**config.mk**
```make
export PLATFORM = sky130hd
export DESIGN_NAME = key_value_line_to_arena
export DESIGN_NICKNAME = d
export VERILOG_FILES = /design/src/rtl/kvla_pkg.sv /design/src/rtl/kvla_front.sv /design/src/rtl/kvla_exec.sv /design/src/rtl/kvla_rspq.sv /design/src/rtl/key_value_line_to_arena.sv
export SDC_FILE = /design/constraint.sdc
export NUM_CORES = 1
export LEC_CHECK = 0
export ABC_AREA = 1
export BUFFER_PORTS_ARGS = -buffer_cell sky130_fd_sc_hd__buf_2
export CAP_MARGIN = 20
export CORE_MARGIN = 3
export CORE_UTILIZATION = 25
export DETAILED_ROUTE_END_ITERATION = 6
export HOLD_SLACK_MARGIN = 0.05
export SLEW_MARGIN = 5
export SYNTH_ARGS = -nofsm -noshare
export SYNTH_HDL_FRONTEND = slang
export SYNTH_HIERARCHICAL = 1
export SYNTH_SLANG_ARGS = --single-unit
```
**constraint.sdc**
```tcl
create_clock -name clock -period 4.54 [get_ports clock]
set_clock_uncertainty 0.2 [all_clocks]
set_input_delay 0.454 -clock clock [delete_from_list [all_inputs] [get_ports clock]]
set_output_delay 0.454 -clock clock [all_outputs]
set_load 0.005 [all_outputs]
```
**src/rtl/kvla_pkg.sv**
```systemverilog
// shared types and constants for the key/value line to arena parser
`timescale 1ns / 1ps

package kvla_pkg;

   // arena geometry
   localparam int WORD_BYTES      = 4;
   localparam int MAX_ARENA_WORDS = 1024;
   localparam int ADDR_W          = 12;
   localparam int DATA_W          = 12;
   localparam int CFG_W           = 11;
   localparam int LIMIT_W         = 13;
   localparam int SSW_W           = 10;
   localparam int LANE_W          = 3;
   localparam int WB_SHIFT        = 2;

   // result queue sizing
   localparam int MAX_RESULTS = 16;
   localparam int RSPQ_DEPTH  = 32;
   localparam int RSPQ_PTR_W  = 5;

   // opcodes
   localparam logic [1:0] OP_DATA   = 2'd0;
   localparam logic [1:0] OP_END    = 2'd1;
   localparam logic [1:0] OP_START  = 2'd2;
   localparam logic [1:0] OP_UNUSED = 2'd3;

   // status codes
   localparam logic [1:0] ST_OK      = 2'd0;
   localparam logic [1:0] ST_ILLEGAL = 2'd1;
   localparam logic [1:0] ST_FULL    = 2'd2;

   // characters
   localparam logic [7:0] CH_EQ     = 8'h3D;
   localparam logic [7:0] CH_QUOTE  = 8'h22;
   localparam logic [7:0] CH_BSLASH = 8'h5C;
   localparam logic [7:0] CH_DASH   = 8'h2D;
   localparam logic [7:0] CH_N      = 8'h6E;
   localparam logic [7:0] CH_R      = 8'h72;
   localparam logic [7:0] CH_T      = 8'h74;
   localparam logic [7:0] CH_LF     = 8'h0A;
   localparam logic [7:0] CH_CR     = 8'h0D;
   localparam logic [7:0] CH_SPACE  = 8'h20;
   localparam logic [7:0] CH_TAB    = 8'h09;

   typedef enum logic [6:0] {
      PS_START     = 7'b0000001,
      PS_BLANK_KEY = 7'b0000010,
      PS_KEY       = 7'b0000100,
      PS_BLANK_VAL = 7'b0001000,
      PS_QUOTED    = 7'b0010000,
      PS_PLAIN     = 7'b0100000,
      PS_ESC       = 7'b1000000
   } parse_state_type;

   typedef enum logic [4:0] {
      EX_IDLE   = 5'b00001,
      EX_APPEND = 5'b00010,
      EX_PAD    = 5'b00100,
      EX_WORD   = 5'b01000,
      EX_END    = 5'b10000
   } exec_state_type;

   // classified input item
   typedef struct packed {
      logic [1:0] opcode;
      logic [7:0] char_byte;
      logic       is_tok;
      logic       is_nl;
      logic       is_blank;
      logic       is_eq;
      logic       is_quote;
      logic       is_bslash;
      logic       esc_ok;
      logic [7:0] esc_char;
   } item_type;

   typedef struct packed {
      logic              write_valid;
      logic              write_is_word;
      logic [ADDR_W-1:0] write_addr;
      logic [DATA_W-1:0] write_data;
      logic              last;
   } result_type;

   typedef struct packed {
      logic [1:0] status;
      logic       finished;
   } item_stat_type;

endpackage

```
**src/rtl/kvla_front.sv**
```systemverilog
// front end: input queue that accepts and classifies command bytes
`timescale 1ns / 1ps

module kvla_front import kvla_pkg::*; (
   input  logic       clock,
   input  logic       reset,
   input  logic       req_push,
   input  logic [1:0] req_opcode,
   input  logic [7:0] req_char_byte,
   output logic       req_full,
   output item_type   item,
   output logic       item_valid,
   input  logic       item_take
);

   function automatic item_type classify(input logic [1:0] op, input logic [7:0] c);
      item_type r;
      r.opcode    = op;
      r.char_byte = c;
      r.is_tok    = (c >= 8'h61 && c <= 8'h7A) || (c >= 8'h41 && c <= 8'h5A) ||
                    (c >= 8'h30 && c <= 8'h39) || (c == CH_DASH);
      r.is_nl     = (c == CH_LF) || (c == CH_CR);
      r.is_blank  = r.is_nl || (c == CH_SPACE) || (c == CH_TAB);
      r.is_eq     = (c == CH_EQ);
      r.is_quote  = (c == CH_QUOTE);
      r.is_bslash = (c == CH_BSLASH);
      r.esc_ok    = 1'b1;
      case (c)
         CH_N:               r.esc_char = CH_LF;
         CH_R:               r.esc_char = CH_CR;
         CH_T:               r.esc_char = CH_TAB;
         CH_BSLASH, CH_QUOTE: r.esc_char = c;
         default: begin
            r.esc_char = c;
            r.esc_ok   = 1'b0;
         end
      endcase
      return r;
   endfunction

   item_type   slot_ff [2];
   logic       wr_ptr_ff, wr_ptr_in;
   logic       rd_ptr_ff, rd_ptr_in;
   logic [1:0] count_ff, count_in;
   logic       push_ok, take_ok;

   // two-entry queue
   assign req_full   = (count_ff == 2'd2);
   assign item_valid = (count_ff != 2'd0);
   assign item       = slot_ff[rd_ptr_ff];
   assign push_ok    = req_push && !req_full;
   assign take_ok    = item_take && item_valid;

   always_comb begin
      wr_ptr_in = push_ok ? ~wr_ptr_ff : wr_ptr_ff;
      rd_ptr_in = take_ok ? ~rd_ptr_ff : rd_ptr_ff;
      count_in  = count_ff + {1'b0, push_ok} - {1'b0, take_ok};
   end

   always_ff @(posedge clock) begin
      if (reset) begin
         wr_ptr_ff <= 1'b0;
         rd_ptr_ff <= 1'b0;
         count_ff  <= 2'd0;
      end else begin
         wr_ptr_ff <= wr_ptr_in;
         rd_ptr_ff <= rd_ptr_in;
         count_ff  <= count_in;
      end
   end

   // payload slots
   always_ff @(posedge clock) begin
      if (push_ok) begin
         slot_ff[wr_ptr_ff] <= classify(req_opcode, req_char_byte);
      end
   end

endmodule

```
**src/rtl/kvla_exec.sv**
```systemverilog
// back end: parse sequencer that issues arena writes one per cycle
`timescale 1ns / 1ps

module kvla_exec import kvla_pkg::*; (
   input  logic             clock,
   input  logic             reset,
   input  item_type         item,
   input  logic             item_valid,
   output logic             item_take,
   input  logic             room,
   input  logic [CFG_W-1:0] arena_words,
   output logic             res_push,
   output result_type       res_data,
   output logic             stat_push,
   output item_stat_type    stat_data
);

   exec_state_type    ex_state_ff, ex_state_in;
   parse_state_type   ps_ff, ps_in;
   logic [ADDR_W-1:0] cursor_ff, cursor_in;
   logic [LIMIT_W-1:0] limit_ff, limit_in;
   logic [SSW_W-1:0]  ssw_ff, ssw_in;
   logic [LANE_W-1:0] lane_ff, lane_in;
   logic              nonempty_ff, nonempty_in;
   logic              finished_ff, finished_in;
   logic [1:0]        err_ff, err_in;
   logic [1:0]        closes_ff, closes_in;
   logic [7:0]        val_ff, val_in;
   logic              fin_pend_ff, fin_pend_in;
   result_type        pend_ff, pend_in;
   logic              have_pend_ff, have_pend_in;

   // plan for one item
   logic              p_err, p_append, p_fin_always, p_fin_ok;
   logic [7:0]        p_val;
   logic [1:0]        p_closes;
   parse_state_type   p_state;

   // cursor arithmetic
   logic [LIMIT_W-1:0] cur_p1, cur_p4, limit_start;
   logic               byte_full, word_full;
   logic [LANE_W-1:0]  lane_nx;
   logic [CFG_W-1:0]   words_clamped;
   logic [ADDR_W-1:0]  base_addr;
   logic               emit_en;
   result_type         emit_r;
   logic               fin_final;

   assign cur_p1    = {1'b0, cursor_ff} + LIMIT_W'(1);
   assign cur_p4    = {1'b0, cursor_ff} + LIMIT_W'(WORD_BYTES);
   assign byte_full = (cur_p1 >= limit_ff);
   assign word_full = (cur_p4 >= limit_ff);
   assign lane_nx   = (lane_ff == LANE_W'(WORD_BYTES)) ? LANE_W'(1) : lane_ff + LANE_W'(1);
   assign base_addr = {ssw_ff, 2'b00};
   assign fin_final = finished_ff || (fin_pend_ff && (err_ff == ST_OK));

   // arena size taken at start, clamped to 1..max
   always_comb begin
      words_clamped = arena_words;
      if (arena_words == '0) begin
         words_clamped = CFG_W'(1);
      end else if (arena_words > CFG_W'(MAX_ARENA_WORDS)) begin
         words_clamped = CFG_W'(MAX_ARENA_WORDS);
      end
      limit_start = {words_clamped, 2'b00};
   end

   // decode the item against the parse state
   always_comb begin
      p_err        = 1'b0;
      p_append     = 1'b0;
      p_val        = item.char_byte;
      p_closes     = 2'd0;
      p_state      = ps_ff;
      p_fin_always = 1'b0;
      p_fin_ok     = 1'b0;
      if (item.opcode == OP_END) begin
         p_fin_always = 1'b1;
         unique case (ps_ff)
            PS_START, PS_BLANK_KEY: p_closes = 2'd1;
            PS_KEY:                 p_closes = 2'd3;
            PS_BLANK_VAL, PS_PLAIN: p_closes = 2'd2;
            default:                p_err    = 1'b1;
         endcase
      end else begin
         unique case (ps_ff)
            PS_START: begin
               if (item.is_nl) begin
               end else if (item.is_blank) begin
                  p_state = PS_BLANK_KEY;
               end else if (item.is_tok) begin
                  p_state  = PS_KEY;
                  p_append = 1'b1;
               end else begin
                  p_err = 1'b1;
               end
            end
            PS_BLANK_KEY: begin
               if (item.is_nl) begin
                  p_closes     = 2'd1;
                  p_fin_always = 1'b1;
               end else if (item.is_blank) begin
               end else if (item.is_tok) begin
                  p_state  = PS_KEY;
                  p_append = 1'b1;
               end else begin
                  p_err = 1'b1;
               end
            end
            PS_KEY: begin
               if (item.is_nl) begin
                  p_closes = 2'd3;
                  p_fin_ok = 1'b1;
               end else if (item.is_tok) begin
                  p_append = 1'b1;
               end else if (item.is_blank) begin
                  p_closes = 2'd2;
                  p_state  = PS_BLANK_KEY;
               end else if (item.is_eq) begin
                  p_closes = 2'd1;
                  p_state  = PS_BLANK_VAL;
               end else begin
                  p_err = 1'b1;
               end
            end
            PS_BLANK_VAL: begin
               if (item.is_blank && !item.is_nl) begin
               end else if (item.is_tok) begin
                  p_append = 1'b1;
                  p_state  = PS_PLAIN;
               end else if (item.is_quote) begin
                  p_state = PS_QUOTED;
               end else begin
                  p_err = 1'b1;
               end
            end
            PS_QUOTED: begin
               if (item.is_quote) begin
                  p_closes = 2'd1;
                  p_state  = PS_BLANK_KEY;
               end else if (item.is_bslash) begin
                  p_state = PS_ESC;
               end else if (item.is_nl) begin
                  p_err = 1'b1;
               end else begin
                  p_append = 1'b1;
               end
            end
            PS_PLAIN: begin
               if (item.is_tok) begin
                  p_append = 1'b1;
               end else if (item.is_nl) begin
                  p_closes = 2'd2;
                  p_fin_ok = 1'b1;
               end else if (item.is_blank) begin
                  p_closes = 2'd1;
                  p_state  = PS_BLANK_KEY;
               end else begin
                  p_err = 1'b1;
               end
            end
            default: begin
               p_state  = PS_QUOTED;
               p_val    = item.esc_char;
               p_append = item.esc_ok;
               p_err    = !item.esc_ok;
            end
         endcase
      end
   end

   // sequencer
   always_comb begin
      ex_state_in  = ex_state_ff;
      ps_in        = ps_ff;
      cursor_in    = cursor_ff;
      limit_in     = limit_ff;
      ssw_in       = ssw_ff;
      lane_in      = lane_ff;
      nonempty_in  = nonempty_ff;
      finished_in  = finished_ff;
      err_in       = err_ff;
      closes_in    = closes_ff;
      val_in       = val_ff;
      fin_pend_in  = fin_pend_ff;
      pend_in      = pend_ff;
      have_pend_in = have_pend_ff;
      item_take    = 1'b0;
      res_push     = 1'b0;
      res_data     = '0;
      stat_push    = 1'b0;
      stat_data    = '0;
      emit_en      = 1'b0;
      emit_r       = '0;

      unique case (ex_state_ff)
         EX_IDLE: begin
            if (item_valid && room) begin
               item_take   = 1'b1;
               ex_state_in = EX_END;
               if (item.opcode == OP_START) begin
                  limit_in    = limit_start;
                  ssw_in      = '0;
                  lane_in     = LANE_W'(1);
                  nonempty_in = 1'b0;
                  ps_in       = PS_START;
                  finished_in = 1'b0;
                  fin_pend_in = 1'b0;
                  if (limit_start <= LIMIT_W'(WORD_BYTES)) begin
                     err_in    = ST_FULL;
                     cursor_in = ADDR_W'(limit_start - LIMIT_W'(1));
                  end else begin
                     err_in    = ST_OK;
                     cursor_in = ADDR_W'(WORD_BYTES);
                  end
               end else if ((item.opcode == OP_DATA || item.opcode == OP_END) &&
                            !finished_ff && (err_ff == ST_OK)) begin
                  ps_in       = p_state;
                  fin_pend_in = p_fin_ok;
                  closes_in   = p_closes;
                  val_in      = p_val;
                  if (p_fin_always) begin
                     finished_in = 1'b1;
                  end
                  if (p_err) begin
                     err_in = ST_ILLEGAL;
                  end else if (p_append) begin
                     ex_state_in = EX_APPEND;
                  end else if (p_closes != 2'd0) begin
                     ex_state_in = nonempty_ff ? EX_PAD : EX_WORD;
                  end
               end
            end
         end
         EX_APPEND: begin
            emit_en     = 1'b1;
            emit_r      = '{write_valid: 1'b1, write_is_word: 1'b0, write_addr: cursor_ff,
                            write_data: {4'b0, val_ff}, last: 1'b0};
            nonempty_in = 1'b1;
            if (byte_full) begin
               err_in      = ST_FULL;
               ex_state_in = EX_END;
            end else begin
               cursor_in   = cur_p1[ADDR_W-1:0];
               lane_in     = lane_nx;
               ex_state_in = (closes_ff != 2'd0) ? EX_PAD : EX_END;
            end
         end
         EX_PAD: begin
            emit_en = 1'b1;
            emit_r  = '{write_valid: 1'b1, write_is_word: 1'b0, write_addr: cursor_ff,
                        write_data: '0, last: 1'b0};
            if (byte_full) begin
               err_in      = ST_FULL;
               ex_state_in = EX_END;
            end else begin
               cursor_in   = cur_p1[ADDR_W-1:0];
               lane_in     = lane_nx;
               ex_state_in = (lane_nx == LANE_W'(1)) ? EX_WORD : EX_PAD;
            end
         end
         EX_WORD: begin
            emit_en     = 1'b1;
            emit_r      = '{write_valid: 1'b1, write_is_word: 1'b1, write_addr: base_addr,
                            write_data: cursor_ff - base_addr - DATA_W'(WORD_BYTES),
                            last: 1'b0};
            ssw_in      = cursor_ff[ADDR_W-1:WB_SHIFT];
            nonempty_in = 1'b0;
            closes_in   = closes_ff - 2'd1;
            if (word_full) begin
               err_in      = ST_FULL;
               cursor_in   = ADDR_W'(limit_ff - LIMIT_W'(1));
               ex_state_in = EX_END;
            end else begin
               cursor_in   = cur_p4[ADDR_W-1:0];
               ex_state_in = (closes_ff != 2'd1) ? EX_WORD : EX_END;
            end
         end
         EX_END: begin
            res_push     = 1'b1;
            res_data     = have_pend_ff ? pend_ff : '0;
            res_data.last = 1'b1;
            stat_push    = 1'b1;
            stat_data    = '{status: err_ff, finished: fin_final};
            finished_in  = fin_final;
            fin_pend_in  = 1'b0;
            have_pend_in = 1'b0;
            ex_state_in  = EX_IDLE;
         end
         default: ex_state_in = EX_IDLE;
      endcase

      // hold one write back so the last one of an item can be marked
      if (emit_en) begin
         res_push     = have_pend_ff;
         res_data     = pend_ff;
         pend_in      = emit_r;
         have_pend_in = 1'b1;
      end
   end

   always_ff @(posedge clock) begin
      if (reset) begin
         ex_state_ff  <= EX_IDLE;
         ps_ff        <= PS_START;
         cursor_ff    <= ADDR_W'(WORD_BYTES);
         limit_ff     <= LIMIT_W'(MAX_ARENA_WORDS * WORD_BYTES);
         ssw_ff       <= '0;
         lane_ff      <= LANE_W'(1);
         nonempty_ff  <= 1'b0;
         finished_ff  <= 1'b0;
         err_ff       <= ST_OK;
         closes_ff    <= 2'd0;
         fin_pend_ff  <= 1'b0;
         have_pend_ff <= 1'b0;
      end else begin
         ex_state_ff  <= ex_state_in;
         ps_ff        <= ps_in;
         cursor_ff    <= cursor_in;
         limit_ff     <= limit_in;
         ssw_ff       <= ssw_in;
         lane_ff      <= lane_in;
         nonempty_ff  <= nonempty_in;
         finished_ff  <= finished_in;
         err_ff       <= err_in;
         closes_ff    <= closes_in;
         fin_pend_ff  <= fin_pend_in;
         have_pend_ff <= have_pend_in;
      end
   end

   // payload holding registers
   always_ff @(posedge clock) begin
      val_ff  <= val_in;
      pend_ff <= pend_in;
   end

endmodule

```
**src/rtl/kvla_rspq.sv**
```systemverilog
// result queue: holds writes until their item is complete
`timescale 1ns / 1ps

module kvla_rspq import kvla_pkg::*; (
   input  logic          clock,
   input  logic          reset,
   input  logic          res_push,
   input  result_type    res_data,
   input  logic          stat_push,
   input  item_stat_type stat_data,
   output logic          room,
   output logic          rsp_empty,
   input  logic          rsp_pop,
   output result_type    head,
   output item_stat_type head_stat
);

   result_type         mem_ff [RSPQ_DEPTH];
   item_stat_type      stat_mem_ff [RSPQ_DEPTH];
   logic [RSPQ_PTR_W:0] wr_ff, wr_in;
   logic [RSPQ_PTR_W:0] rd_ff, rd_in;
   logic [RSPQ_PTR_W:0] commit_ff, commit_in;
   logic [RSPQ_PTR_W:0] swr_ff, swr_in;
   logic [RSPQ_PTR_W:0] srd_ff, srd_in;
   logic [RSPQ_PTR_W:0] used;
   logic                pop_ok;

   // only finished items are visible
   assign rsp_empty = (rd_ff == commit_ff);
   assign head      = mem_ff[rd_ff[RSPQ_PTR_W-1:0]];
   assign head_stat = stat_mem_ff[srd_ff[RSPQ_PTR_W-1:0]];
   assign pop_ok    = rsp_pop && !rsp_empty;
   assign used      = wr_ff - rd_ff;
   assign room      = (used <= (RSPQ_PTR_W + 1)'(RSPQ_DEPTH - MAX_RESULTS));

   always_comb begin
      wr_in     = res_push ? wr_ff + 1'b1 : wr_ff;
      commit_in = (res_push && res_data.last) ? wr_ff + 1'b1 : commit_ff;
      rd_in     = pop_ok ? rd_ff + 1'b1 : rd_ff;
      swr_in    = stat_push ? swr_ff + 1'b1 : swr_ff;
      srd_in    = (pop_ok && head.last) ? srd_ff + 1'b1 : srd_ff;
   end

   always_ff @(posedge clock) begin
      if (reset) begin
         wr_ff     <= '0;
         rd_ff     <= '0;
         commit_ff <= '0;
         swr_ff    <= '0;
         srd_ff    <= '0;
      end else begin
         wr_ff     <= wr_in;
         rd_ff     <= rd_in;
         commit_ff <= commit_in;
         swr_ff    <= swr_in;
         srd_ff    <= srd_in;
      end
   end

   // storage
   always_ff @(posedge clock) begin
      if (res_push) begin
         mem_ff[wr_ff[RSPQ_PTR_W-1:0]] <= res_data;
      end
      if (stat_push) begin
         stat_mem_ff[swr_ff[RSPQ_PTR_W-1:0]] <= stat_data;
      end
   end

endmodule

```
**src/rtl/key_value_line_to_arena.sv**
```systemverilog
// top level of the key/value command line parser that packs strings into an arena
`timescale 1ns / 1ps

// Parses one command line, one byte per input item, into length-prefixed,
// word-padded strings and reports each arena write as one result item; the
// item that closes a string issues a burst of padding byte writes and the
// length word. A small input queue classifies bytes and a sequencer handles
// one item at a time, one arena write per cycle. The sequencer takes an item
// only when the 32-entry result queue has room for sixteen results. Results
// of an item appear together once the item is complete, so status and
// finished show the state after the item. The arena size register is
// sampled at each start item.

module key_value_line_to_arena import kvla_pkg::*; (
   input  logic              clock,
   input  logic              reset,
   input  logic              req_push,
   input  logic [1:0]        req_opcode,
   input  logic [7:0]        req_char_byte,
   output logic              req_full,
   output logic              rsp_empty,
   input  logic              rsp_pop,
   output logic              rsp_write_valid,
   output logic              rsp_write_is_word,
   output logic [ADDR_W-1:0] rsp_write_addr,
   output logic [DATA_W-1:0] rsp_write_data,
   output logic [1:0]        rsp_status,
   output logic              rsp_finished,
   output logic              rsp_last,
   input  logic              csr_valid,
   output logic              csr_ready,
   input  logic [CFG_W-1:0]  csr_arena_words
);

   logic [CFG_W-1:0] arena_words_ff, arena_words_in;
   item_type         item;
   logic             item_valid, item_take, room;
   logic             res_push, stat_push;
   result_type       res_data, head;
   item_stat_type    stat_data, head_stat;

   // arena size register
   assign csr_ready      = 1'b1;
   assign arena_words_in = (csr_valid && csr_ready) ? csr_arena_words : arena_words_ff;

   always_ff @(posedge clock) begin
      if (reset) begin
         arena_words_ff <= CFG_W'(MAX_ARENA_WORDS);
      end else begin
         arena_words_ff <= arena_words_in;
      end
   end

   kvla_front u_front (
      .clock         (clock),
      .reset         (reset),
      .req_push      (req_push),
      .req_opcode    (req_opcode),
      .req_char_byte (req_char_byte),
      .req_full      (req_full),
      .item          (item),
      .item_valid    (item_valid),
      .item_take     (item_take)
   );

   kvla_exec u_exec (
      .clock       (clock),
      .reset       (reset),
      .item        (item),
      .item_valid  (item_valid),
      .item_take   (item_take),
      .room        (room),
      .arena_words (arena_words_ff),
      .res_push    (res_push),
      .res_data    (res_data),
      .stat_push   (stat_push),
      .stat_data   (stat_data)
   );

   kvla_rspq u_rspq (
      .clock     (clock),
      .reset     (reset),
      .res_push  (res_push),
      .res_data  (res_data),
      .stat_push (stat_push),
      .stat_data (stat_data),
      .room      (room),
      .rsp_empty (rsp_empty),
      .rsp_pop   (rsp_pop),
      .head      (head),
      .head_stat (head_stat)
   );

   // result ports
   assign rsp_write_valid   = head.write_valid;
   assign rsp_write_is_word = head.write_is_word;
   assign rsp_write_addr    = head.write_addr;
   assign rsp_write_data    = head.write_data;
   assign rsp_last          = head.last;
   assign rsp_status        = head_stat.status;
   assign rsp_finished      = head_stat.finished;

   // an item is started only with room for all of its results
   a_take_room: assert property (@(posedge clock) disable iff (reset)
      item_take |-> room)
      else $error("item started without result queue room");

   // length words land on word boundaries
   a_word_aligned: assert property (@(posedge clock) disable iff (reset)
      (!rsp_empty && rsp_write_is_word) |-> (rsp_write_valid && rsp_write_addr[1:0] == 2'b00))
      else $error("misaligned length word");

   // a result without a write is the only result of its item
   a_null_last: assert property (@(posedge clock) disable iff (reset)
      (!rsp_empty && !rsp_write_valid) |-> (rsp_last && !rsp_write_is_word))
      else $error("empty result not alone");

   // every item status record is pushed together with its last result
   a_stat_with_last: assert property (@(posedge clock) disable iff (reset)
      stat_push |-> (res_push && res_data.last))
      else $error("status pushed without last result");

endmodule
```
# Word level (Yosys, flattened, before mapping)
# Memories as Yosys holds them, arrays and structs flattened. A register that Yosys moved wholly into a read port is not among the register bits.
# Cells that the tools add are included.
[totals]
register_bits = 136
ram_bits = 1010
input_bits = 26
output_inout_bits = 33
wordCells = 319
mem_count = 3
[classes]
n_addsub = 15
order_cmp = 11
n_eq_ne = 52
n_mux = 151
n_bitwise = 3
n_reduce_logical = 57
[mem_list]
columns = ["name", "depth", "word_bits", "rd", "rd_clocked_by_memory_dff", "wr", "line_no", "text"]
rows = [
  ["u_rspq.mem_ff", 32, 27, 1, 1, 1, "kvla_rspq.sv:18", "result_type mem_ff [RSPQ_DEPTH];"],
  ["u_rspq.stat_mem_ff", 32, 3, 1, 1, 1, "kvla_rspq.sv:19", "item_stat_type stat_mem_ff [RSPQ_DEPTH];"],
  ["u_front.slot_ff", 2, 25, 1, 1, 1, "kvla_front.sv:41", "item_type slot_ff [2];"],
]
[op_table]
columns = ["operator", "n"]
rows = [
  ["$mux W7", 20],
  ["$mux W27", 3],
  ["$pmux W27 S3", 1],
  ["$mux W5", 15],
  ["$mux W1", 61],
  ["$mux W12", 5],
  ["$pmux W7 S6", 1],
  ["$pmux W12 S3", 1],
  ["$eq A8 B6 Y1 const B", 4],
  ["$eq A8 B7 Y1 const B", 4],
  ["$mux W2", 16],
  ["$ge A13 B13 Y1", 2],
  ["$add A6 B1 Y6 const B", 4],
  ["$eq A8 B4 Y1 const B", 3],
  ["$mux W8", 3],
  ["$pmux W8 S3", 1],
  ["$sub A12 B1 Y12 const B", 2],
  ["$mux W11", 2],
  ["$mux W10", 2],
  ["$pmux W10 S2", 1],
  ["$pmux W5 S4", 1],
  ["$reduce_and A4 Y1", 5],
  ["$ne A3 B3 Y1 const B", 6],
  ["$ge A8 B7 Y1 const B", 2],
  ["other kinds (61)", 124],
]

# Depth between registers and ports, before layout
[depth]
depth_word = 14
depth_mapped = 21
ltp_nobuf = 21

# By module
# The synthesis kept the hierarchy.
[by_module_without_submodules]
columns = ["mod", "instances", "cells_each", "area_each_um2"]
rows = [
  ["kvla_rspq", 1, 3008, 39526.7],
  ["kvla_exec", 1, 952, 6620.1],
  ["kvla_front", 1, 173, 2354.8],
  ["key_value_line_to_arena", 1, 71, 466.7],
]

# Worst setup path before layout
# No wires, ideal clock.
[synth_path]
path_kind = "flip-flop to flip-flop"
from = "register u_exec.ex_state_ff[0]"
to = "memory u_rspq/mem_ff[12][0] (netlist name), enable pin"
arrival_ns = 3.050
t_required_ns = 3.929
setup_slack_ns = 0.879
stages_incl_launch_ff = 11
synth_period_minus_slack_ns = 3.661
cell_sequence = "dfxtp_1 > nor2_1 > inv_2 > nor4_4 > nor2_2 > inv_2 > nand2_1 > nand2_1 > clkbuf_1 > nand2_1 > nor2_1"
[synth_via]
elab_chain_cells = 6
word_cells_on_any_way = 10
classes_between = "eq/ne: 4; mux: 5; reduce/logical: 1"
[synth_rtl]
columns = ["element", "line_no", "text"]
rows = [
  ["start: declaration", "kvla_exec.sv:18", "exec_state_type ex_state_ff, ex_state_in;"],
  ["start signal: assignment", "kvla_exec.sv:317", "ex_state_ff <= ex_state_in;"],
  ["$eq A5 B2 Y1 (tied with other cells)", "kvla_exec.sv:196", "unique case (ex_state_ff)"],
  ["$reduce_or A3 Y1 (no source line) (*)", "--", ""],
  ["$mux W1 (*)", "kvla_exec.sv:196", ""],
  ["via u_exec.emit_en", "kvla_exec.sv:45", "logic emit_en;"],
  ["$mux W1 (*)", "kvla_exec.sv:294", "if (emit_en) begin"],
  ["via res_push", "key_value_line_to_arena.sv:38", "logic res_push, stat_push;"],
  ["$mux W1 (*)", "kvla_rspq.sv:62", "if (res_push) begin"],
  ["$mux W1 (implied by the code) (*)", "kvla_rspq.sv:63", "mem_ff[wr_ff[RSPQ_PTR_W-1:0]] <= res_data;"],
  ["end: declaration", "kvla_rspq.sv:18", ""],
]
# Mark *: on every way through the listed nets, which the timed path passes. The rest lies on a longest branch.

==> results by group <==
Run status
  • Status: finished, final reports clean

Setup path
  • CP Capture Type: output pin
  • Crit path buf inv count: 2
  • Crit-path most repeated cell: nand2_1
  • Top delay family on crit path: flip-flops
  • Crit path DAT: 3410 ps
  • Startpoint Class: flop
  • Critical Path RT: 3890 ps
  • Crit path max-delay cell type: dfxtp_4
  • CP Class: reg -> out
  • Crit Path Max Fanout: 49
  • Max incr delay on CP: 810 ps
  • CP Cell Sequence: buf_4 -> o21ai_0 -> o22ai_1 -> nor2_1 -> o21ai_1 -> nand2_1 -> nand2_1 -> buf_2

Yosys
  • Seq/Total Area, Yosys: 68.5%
  • Unique masters post-synth: 55
  • Synth Register Bits: around 1.2k
  • Post-synthesis instance area: 49000 um^2
  • Synth Warn #: 6
  • Leading post-synthesis cells by cell area: edfxtp_1 (64%), nor2_1 (5.7%), o21ai_0 (5.2%)
  • Leading area contributor after synthesis: edfxtp_1
  • Post-synth EDFFs: 1044
  • Synth top area share: 64.0%
  • Synth Area per Inst: approximately 12 um^2
  • Main synth FF type: edfxtp_1
  • Asr flop ratio synth: 0%
  • Syn nets: 4300
  • Syn Inst Count: 4204

Die
  • Die area: 201000 um^2
  • IO Count: 59
  • Num rows: 161
  • Core area: between 150000 and 200000 um^2
  • Chip width: 449 um
  • Die height: 449 um
  • Starting Density: 25.3%

Timing
  • Pins Over Slew Limit: 0
  • Fmax: roughly 0.25 GHz
  • Hold Violations, Final: 0
  • Setup WS post-layout: 481 ps
  • Fin Setup TNS: 0 ps
  • Worst-Margin Slew: around 1100 ps
  • Final Setup Violations: 0
  • Crit path time final: 4060 ps
  • Fin crit share: 89.4%
  • RSZ-0062 raised after global routing: no
  • Slew Limit Headroom: 27.9%

Placed design
  • IO buf count: 57
  • DP Worst Slack: 762 ps
  • GPL Wtd Cong: about 0.85
  • Post-DP HPWL: 78700 um

Clock network
  • Root Buffer Master: clkbuf_16
  • Clock Path Buffers: 3
  • Clk sink count: 1154
  • H-tree depth: 3
  • TritonCTS Buffers: 116
  • CTS tree: built
  • Clock Latency Late Sink: 770 ps
  • CTS resizes: 0
  • Clk slew on worst S/H paths: 60 ps

Finish
  • Fin nets: 4397
  • Proportion of layout cells with a drive suffix above 1: 11.1%
  • Layout overhead on the synthesized area: 16.8%

Power and ir drop
  • LEAKAGE: 17.1 nW
  • Pwr Density: 436 nW/um^2
  • Max VDD drop: between 0.0004 and 0.0005 V

Drt
  • Iter 0 DRT Violations: 3489
  • DR pass1 iterations: 6
  • Post-Route WL: approximately 140000 um
  • ANT nets after route: 0
  • DR vias/cell: 4.76
  • WL/cell: between 15 and 20 um
  • Total vias in the final route: 33.4k
  • Post-route DRC: 0

Global routing
  • Initial antenna violation count: 1
  • Vias in the first global route: 32.9k
  • Largest net degree at the start of global routing: roughly 230
  • GRT overflow: 0
  • Total track usage: 13.2%
  • First-pass GRT wire length: just over 200000 um

Min path
  • Hold WC Path Type: reg -> reg

Run
  • Max Cap Viol: 0
==> state kept, by name, indices dropped and copies added (netlist names), 2 cells and up, named ones only <==
| signal | cells |
|---|---|
| u_exec/ps_ff | 7 |
| u_rspq/rd_ff | 6 |
| u_exec/closes_ff | 2 |
| u_front/slot_ff | 50 |
| u_rspq/swr_ff | 5 |
| u_rspq/wr_ff | 6 |
| u_exec/err_ff | 2 |
| u_exec/limit_ff | 11 |
| u_rspq/commit_ff | 6 |
| u_rspq/srd_ff | 5 |
| u_rspq/mem_ff | 864 |
| u_exec/ex_state_ff | 5 |
| u_front/count_ff | 2 |
| u_exec/val_ff | 8 |
| u_exec/ssw_ff | 10 |
| arena_words_ff | 11 |
| u_exec/lane_ff | 3 |
| u_rspq/stat_mem_ff | 96 |
| u_exec/cursor_ff | 12 |
| u_exec/pend_ff | 26 |
==> cell usage after synthesis (14+ instances only) <==
cell type	n
edfxtp_1	1044
nor2_1	744
o21ai_0	511
nand2_1	427
inv_1	214
nand3_1	211
o221ai_1	185
clkbuf_1	135
dfxtp_1	110
a21oi_1	101
o21ai_1	76
ha_1	70
buf_2	56
o22ai_1	50
mux2_2	33
xor2_1	31
nor3_1	25
buf_6	22
nand4_1	22
inv_2	14
==> placed cells by master, fill, tap and decap left out, types with 23 or more instances in the layout <==
| master | netlist | final |
|---|---|---|
| nand2_1 | 427 | 427 |
| buf_12 | 0 | 23 |
| o22ai_1 | 50 | 50 |
| clkbuf_1 | 135 | 24 |
| edfxtp_1 | 1044 | 1044 |
| clkinv_1 | 3 | 27 |
| nor2_1 | 744 | 686 |
| nor3_1 | 25 | 24 |
| nor2_2 | 8 | 33 |
| inv_1 | 214 | 214 |
| nor2_4 | 2 | 35 |
| a21oi_1 | 101 | 101 |
| mux2_2 | 33 | 33 |
| o221ai_1 | 185 | 185 |
| o21ai_1 | 76 | 76 |
| clkinv_2 | 1 | 23 |
| clkbuf_16 | 0 | 116 |
| nand3_1 | 211 | 211 |
| xor2_1 | 31 | 31 |
| buf_2 | 56 | 57 |
| ha_1 | 70 | 70 |
| buf_4 | 12 | 71 |
| dlygate4sd3_1 | 0 | 46 |
| o21ai_0 | 511 | 511 |
| dfxtp_1 | 110 | 105 |
==> per-layer routing <==
layer  GRT usage (%)  part of all wire (%)  vias to the layer above
met1            17.5                    43                    16600
met3            2.40                   6.4                      232
met4            4.29                   3.1                        0
met2            21.6                    47                     1153
li1                -                     -                    15400
met5               0                     0                        -
==> power by group <==
part	leakage (nW)	internal, mW	switching, mW
registers	8.51	11.7	0.200
clock network	1.82	5.21	4.16
logic	6.78	1.22	2.45
==> worst paths after layout <==
check	slack (ps)	start	to	depth (start not counted)
setup / recovery	480	flop	rsp_write_data[2]	8
hold / removal	280	u_exec/ssw_ff[0]$_SDFFE_PP0P_	u_exec/ssw_ff[0]$_SDFFE_PP0P_	2
setup reg to reg	680	u_exec/cursor_ff[2]$_SDFFE_PP1P_	u_exec/cursor_ff[0]$_SDFFE_PP0P_	17
hold reg to reg	280	u_exec/ssw_ff[0]$_SDFFE_PP0P_	u_exec/ssw_ff[0]$_SDFFE_PP0P_	2
==> worst min-delay path, cell delays in order, from the launching register on <==
cell and delay (ps):
dfxtp_1 320, nand2_1 60, a21oi_1 50
==> cell type report <==
class	instances	area, um^2
sequential	1154	33600
multi-input combinational	2580	13700
clock buffer	145	3060
timing repair buffer	216	2040
fill	19600	136000
inverter	233	895
clock inverter	75	683
tap	2608	3260
antenna	1	2.50
==> through the flow <==
step / hold slack, ps / std cells / power (mW) / util [%] / instance area, um^2
global route: 250 / 7011 / 26.0 / 29.5 / 57200
CTS: 230 / 6998 / 25.1 / 29.4 / 57000
floorplan: 243 / 4204 / 14.7 / - / 49000
global placement: 261 / 6726 / 15.7 / 27.2 / 52700
finish: 281 / 7012 / 24.9 / 29.5 / 57200
detailed placement: 269 / 6732 / 15.8 / 27.3 / 52800
==> repair_timing <==
action | CTS | global route
setup endpoints to repair | 0 | 0
hold buffers | 46 | 0
buffers inserted | 0 | 0
endpoints found under the hold margin | 66 | 0
==> cells by family (layout without fill, tap and decap cells) <==
logic type      Yosys count  after routing  share of synthesized area [%]
xor+xnor                 36             36                          0.644
buf+inv                 470            669                           4.19
other cells               1              2                        0.00766
mux                      33             33                          0.759
simple gates           1478           1478                           12.5
fa+ha+maj                70             70                           1.79
flops                  1154           1154                           68.5
compound gates          962            962                           11.6
Note: power is estimated with default switching activity, not from simulation.
